==> src/lrwk_pkg.sv <==
// Package for the two-link leg polar kinematics pipeline.
// Holds fixed-point widths, CORDIC constants and the arctangent table.
`default_nettype none
package lrwk_pkg;
   localparam int NumLegs  = 4;
   localparam int LinkW    = 15;
   localparam int AngW     = 16;
   localparam int CordW    = 34;
   localparam int AtanLen  = 24;
   localparam int CsrIdxW  = 2;

   localparam logic signed [CordW-1:0] Q30Pi     = 34'sd3373259426;
   localparam logic signed [CordW-1:0] Q30HalfPi = 34'sd1686629713;
   localparam logic signed [CordW-1:0] CordGain  = 34'sd652032874;
   localparam logic [LinkW-1:0]        LinkReset = 15'd8192;

   function automatic logic signed [CordW-1:0] atan_q30(input logic [4:0] idx);
      logic [31:0] v;
      unique case (idx)
         5'd0:  v = 32'h3243F6A8;
         5'd1:  v = 32'h1DAC6705;
         5'd2:  v = 32'h0FADBAFC;
         5'd3:  v = 32'h07F56EA6;
         5'd4:  v = 32'h03FEAB76;
         5'd5:  v = 32'h01FFD55B;
         5'd6:  v = 32'h00FFFAAA;
         5'd7:  v = 32'h007FFF55;
         5'd8:  v = 32'h003FFFEA;
         5'd9:  v = 32'h001FFFFD;
         5'd10: v = 32'h000FFFFF;
         5'd11: v = 32'h0007FFFF;
         5'd12: v = 32'h0003FFFF;
         5'd13: v = 32'h0001FFFF;
         5'd14: v = 32'h0000FFFF;
         5'd15: v = 32'h00007FFF;
         5'd16: v = 32'h00003FFF;
         5'd17: v = 32'h00001FFF;
         5'd18: v = 32'h00000FFF;
         5'd19: v = 32'h000007FF;
         5'd20: v = 32'h000003FF;
         5'd21: v = 32'h000001FF;
         5'd22: v = 32'h000000FF;
         5'd23: v = 32'h0000007F;
         default: v = 32'h0;
      endcase
      return CordW'(signed'({2'b00, v}));
   endfunction

   function automatic logic signed [15:0] sat16(input logic signed [63:0] v);
      if (v > 64'sd32767)       return 16'sh7FFF;
      else if (v < -64'sd32768) return 16'sh8000;
      else                      return v[15:0];
   endfunction
endpackage
`default_nettype wire

==> src/lrwk_divider.sv <==
// Pipelined restoring divider: 17-bit quotient of a magnitude by r<<15.
// Depends on lrwk_pkg; one quotient bit per stage.
`default_nettype none
module lrwk_divider #(
   parameter int SideW = 8
) (
   input  wire logic              clock,
   input  wire logic              reset,
   input  wire logic              advance,
   input  wire logic              in_valid,
   input  wire logic [63:0]       in_num,
   input  wire logic [15:0]       in_den,
   input  wire logic [SideW-1:0]  in_side,
   output logic                   out_valid,
   output logic [16:0]            out_quo,
   output logic [SideW-1:0]       out_side
);
   import lrwk_pkg::*;
   localparam int QW = 17;

   logic              v_ff [QW+1];
   logic [63:0]       n_ff [QW+1];
   logic [15:0]       d_ff [QW+1];
   logic [QW-1:0]     q_ff [QW+1];
   logic [SideW-1:0]  s_ff [QW+1];

   always_comb begin
      v_ff[0] = in_valid;
      n_ff[0] = in_num;
      d_ff[0] = in_den;
      q_ff[0] = '0;
      s_ff[0] = in_side;
   end

   for (genvar i = 0; i < QW; i++) begin : g_bit
      localparam int Sh = 15 + QW - 1 - i;
      logic [63:0] trial;
      logic        take;
      always_comb begin
         trial = 64'(d_ff[i]) << Sh;
         take  = n_ff[i] >= trial;
      end
      always_ff @(posedge clock) begin
         if (reset) begin
            v_ff[i+1] <= 1'b0;
         end else if (advance) begin
            v_ff[i+1] <= v_ff[i];
         end
         if (advance) begin
            n_ff[i+1] <= take ? n_ff[i] - trial : n_ff[i];
            d_ff[i+1] <= d_ff[i];
            q_ff[i+1] <= {q_ff[i][QW-2:0], take};
            s_ff[i+1] <= s_ff[i];
         end
      end
   end

   assign out_valid = v_ff[QW];
   assign out_quo   = q_ff[QW];
   assign out_side  = s_ff[QW];
endmodule
`default_nettype wire

==> config.mk <==
export PLATFORM = sky130hd
export DESIGN_NAME = lrwk_divider
export DESIGN_NICKNAME = d
export VERILOG_FILES = /design/src/lrwk_pkg.sv /design/src/lrwk_divider.sv
export SDC_FILE = /design/constraint.sdc
export NUM_CORES = 2
export LEC_CHECK = 0
export ABC_AREA = 1
export CELL_PAD_IN_SITES_DETAIL_PLACEMENT = 0
export CELL_PAD_IN_SITES_GLOBAL_PLACEMENT = 2
export CORE_MARGIN = 2
export CORE_UTILIZATION = 40
export DETAILED_ROUTE_END_ITERATION = 12
export DONT_BUFFER_PORTS = 1
export PLACE_DENSITY_LB_ADDON = 0.1
export SYNTH_ARGS = -nofsm -noshare
export SYNTH_HDL_FRONTEND = slang
export SYNTH_SLANG_ARGS = --single-unit
==> constraint.sdc <==
create_clock -name clock -period 3.12 [get_ports clock]
set_input_delay 0.156 -clock clock [delete_from_list [all_inputs] [get_ports clock]]
set_output_delay 0.156 -clock clock [all_outputs]
set_load 0.02 [all_outputs]
==> impl_metrics.py <==
metrics = {
    "critical_path": {
        "crit_slowest_cell": "dlygate4sd3_1",
        "crit_family": "buffers and inverters",
        "worstPathCellList": "dlygate4sd3_1 -> inv_1 -> ha_1 -> fa_1 -> nor2_1 -> nor2_2 -> nor2_1 -> or2_2 -> nand2_1 -> nand3_1 -> nand2_1 -> dlygate4sd3_1 -> nand2_1 -> dlygate4sd3_1 -> nand2_1 -> inv_1",
        "end_kind": "flip-flop",
        "cp-startpoint": "in_num[31]",
        "cpPeakStageDelay_ns": 0.60,
        "cp_num_cells": 16,
        "crit_required_ns": 3.73,
        "path_buf_inv": 5,
        "path_common_cell": "nand2_1",
        "critPathKind": "input port to flip-flop",
        "start_kind": "input port",
        "rr_worst_depth": 12,
        "critical_path_arrival_ns": 3.61,
        "rr_startpoint": "d_ff[96]",
        "cp_max_fo": 6,
    },
    "job": {
        "maxCapViolations": 0,
    },
    "clock_network": {
        "path_clk_slew_ns": 0.06,
        "clkLatencyLatePin_ns": 0.86,
        "cts_buffers": 176,
        "clockBufferDepth": 3,
        "cts_max_level": 4,
        "cts-root-buf": "clkbuf_16",
        "cts_tree": "yes",
        "postCtsSetupBuffers": 0,
        "cts_sinks": 1586,
    },
    "synthesis": {
        "synth_top_area_share": 0.5242,
        "synth.area.top_cells": "edfxtp_1, nand2_1, inv_1",
        "syn-num-nets": 11090,
        "async_flop_share": 0,
        "synth_most_common_cell": "nand2_1",
        "netlist_area_um2": 89880,
        "ys_ff_latch": 1586,
        "yosysUniqueCellTypes": 51,
        "avgSynthCellArea_um2": 8.393,
        "yosys_warnings": 0,
        "yosysTopAreaCell": "edfxtp_1",
        "synth_edf_count": 1569,
        "synth_seq_area_share": 0.5280,
        "ys.flop_type": "edfxtp_1",
        "synth_cells": 10710,
        "synthTopCellsByCount": "nand2_1, inv_1, edfxtp_1",
    },
    "floorplanning": {
        "initial_core_util": 0.4012,
        "ioPinCount": 118,
        "die_y_um": 478.0,
        "design.core.area_um2": 224000,
        "die_x_um": 478.0,
        "die_area_um2": 228500,
        "rows": 174,
    },
    "sta": {
        "tightest_slew_ns": 1.959,
        "setup_tns_ns": 0,
        "slew_headroom": -0.3060,
        "rsz0062_at_grt": "no",
        "hold_viol_final": 0,
        "finClkSkew_ns": 0.07385,
        "period_share": 0.9611,
        "layout_min_cycle_time_ns": 2.999,
        "drv_slew": 172,
        "setup_violations": 0,
        "fmax_mhz": 333.5,
    },
    "route": {
        "viasPerCell": 4.966,
        "antenna_left": 0,
        "firstDrtPassIters": 9,
        "wl_um": 295100,
        "drtIter0Drc": 5466,
        "vias": 70930,
        "drc": 0,
        "wl_per_cell_um": 20.66,
    },
    "finish": {
        "drive_above_1_share": 0.06096,
        "final_nets": 11540,
        "syn2layout_area_growth_pct": 14.12,
    },
    "run_status": {
        "violations": "slew limit",
        "outcome": "complete, but fails checks",
    },
    "place": {
        "hpwlAfterDp_um": 236800,
        "place_congestion": 0.9348,
        "port_buffers": 0,
    },
    "worst_hold_path": {
        "hold_path.class": "input port to flip-flop",
        "min_from": "in_num[32]",
        "holdPathStages": 5,
    },
    "grt": {
        "grt_first_pass_wirelength_um": 435700,
        "antenna_found_initial": 15,
        "grt_max_degree": 253,
        "track_usage": 0.2546,
        "overflow": 0,
        "grt_pass1_vias": 68540,
    },
    "power": {
        "ir_drop_uv": 567.8,
        "total_power_uw": 74660,
        "power.leakage_uw": 0.04356,
        "p_per_area_nw_per_um2": 727.9,
    },
}
[layer usage]
layer	vias up	global-route usage	routed length [µm]
met1	33430	0.3544	137300
met4	0	0.07185	7795
met2	1567	0.4218	138400
li1	35560	-	-
met5	-	0	0
met3	373	0.02473	11700
[placed cells by master (no fill, tap or decap), drive strengths merged, types with 17 or more instances in the layout]
cell and count:
o211ai 28, nor2 1403, buf 172, o21bai 17, dfxtp 17, inv 1779
nand3 590, bufinv 21, nand3b 58, o2111ai 17, nor3 196, dlygate4sd3 204
edfxtp 1569, ha 272, nand2 3396, and2 23, xor2 85, o21ai 328
xnor2 138, a21oi 399, clkbuf 201, nand4 211, clkinv 70, or2 19
[tightest hold or removal path: stages]
cell	delay, ns
ha_1	0.12
nand3_1	0.07
nand3_1	0.11
xnor2_1	0.12
o21ai_0	0.12
[cell families after synthesis]
| group | count (synthesis) | share of synthesized area |
|---|---|---|
| compound gates | 801 | 0.05165 |
| simple gates | 5929 | 0.2730 |
| flops | 1586 | 0.5280 |
| xor+xnor | 223 | 0.02173 |
| fa+ha+maj | 288 | 0.04143 |
| buf+inv | 1881 | 0.08421 |
[per-stage QoR]
stage               instances  utilization  worst slack, ns  cell area, µm²  hold slack, ns
floorplan               10710            -           0.7804           89880          0.2549
global placement        13760       0.4211           -1.145           94340          0.2318
detailed placement      13760       0.4211           -1.320           94340          0.2325
CTS                     14280       0.4576           0.1048          102500        0.001364
global route            14280       0.4578         0.003623          102600         0.04818
finish                  14280       0.4578           0.1212          102600         0.06102
[final cells by class]
type                            count  area (µm²)
Antenna cell                        6       15.01
Clock buffer                      200        4546
Clock inverter                    109        1458
Fill cell                       22040      121500
Inverter                         1772        6669
Multi-Input combinational cell   7241       34870
Sequential cell                  1586       47460
Tap cell                         2992        3744
Timing Repair Buffer              378        3809
[power breakdown]
| group | switching, µW | internal (µW) |
|---|---|---|
| registers | 2690 | 27400 |
| clock network | 9060 | 12300 |
| logic | 15700 | 7530 |
| total | 27400 | 47200 |
[state kept, by name (all words and copies together), names as in the netlist]
register and count:
v_ff 16, n_ff 1024, q_ff 136, out_valid 1, out_quo 17, d_ff 256, out_side 8, s_ff 128
[worst paths after layout]
| path | slack [ns] | endpoint |
|---|---|---|
| setup reg to reg | 0.17 | n_ff[354] |
| hold / removal | 0.06 | n_ff[1058] |
| hold reg to reg | 0.41 | s_ff[93] |
| setup / recovery | 0.12 | n_ff[1079] |
[what timing repair did]
action / 4_1_cts / 5_1_grt
gates resized for setup: 0 / 4
hold buffers: 208 / 0
endpoints found under the hold margin: 135 / 0
cloned: 1 / 1
setup endpoints to repair: 204 / 140
Note: power is estimated with default switching activity, not from simulation.
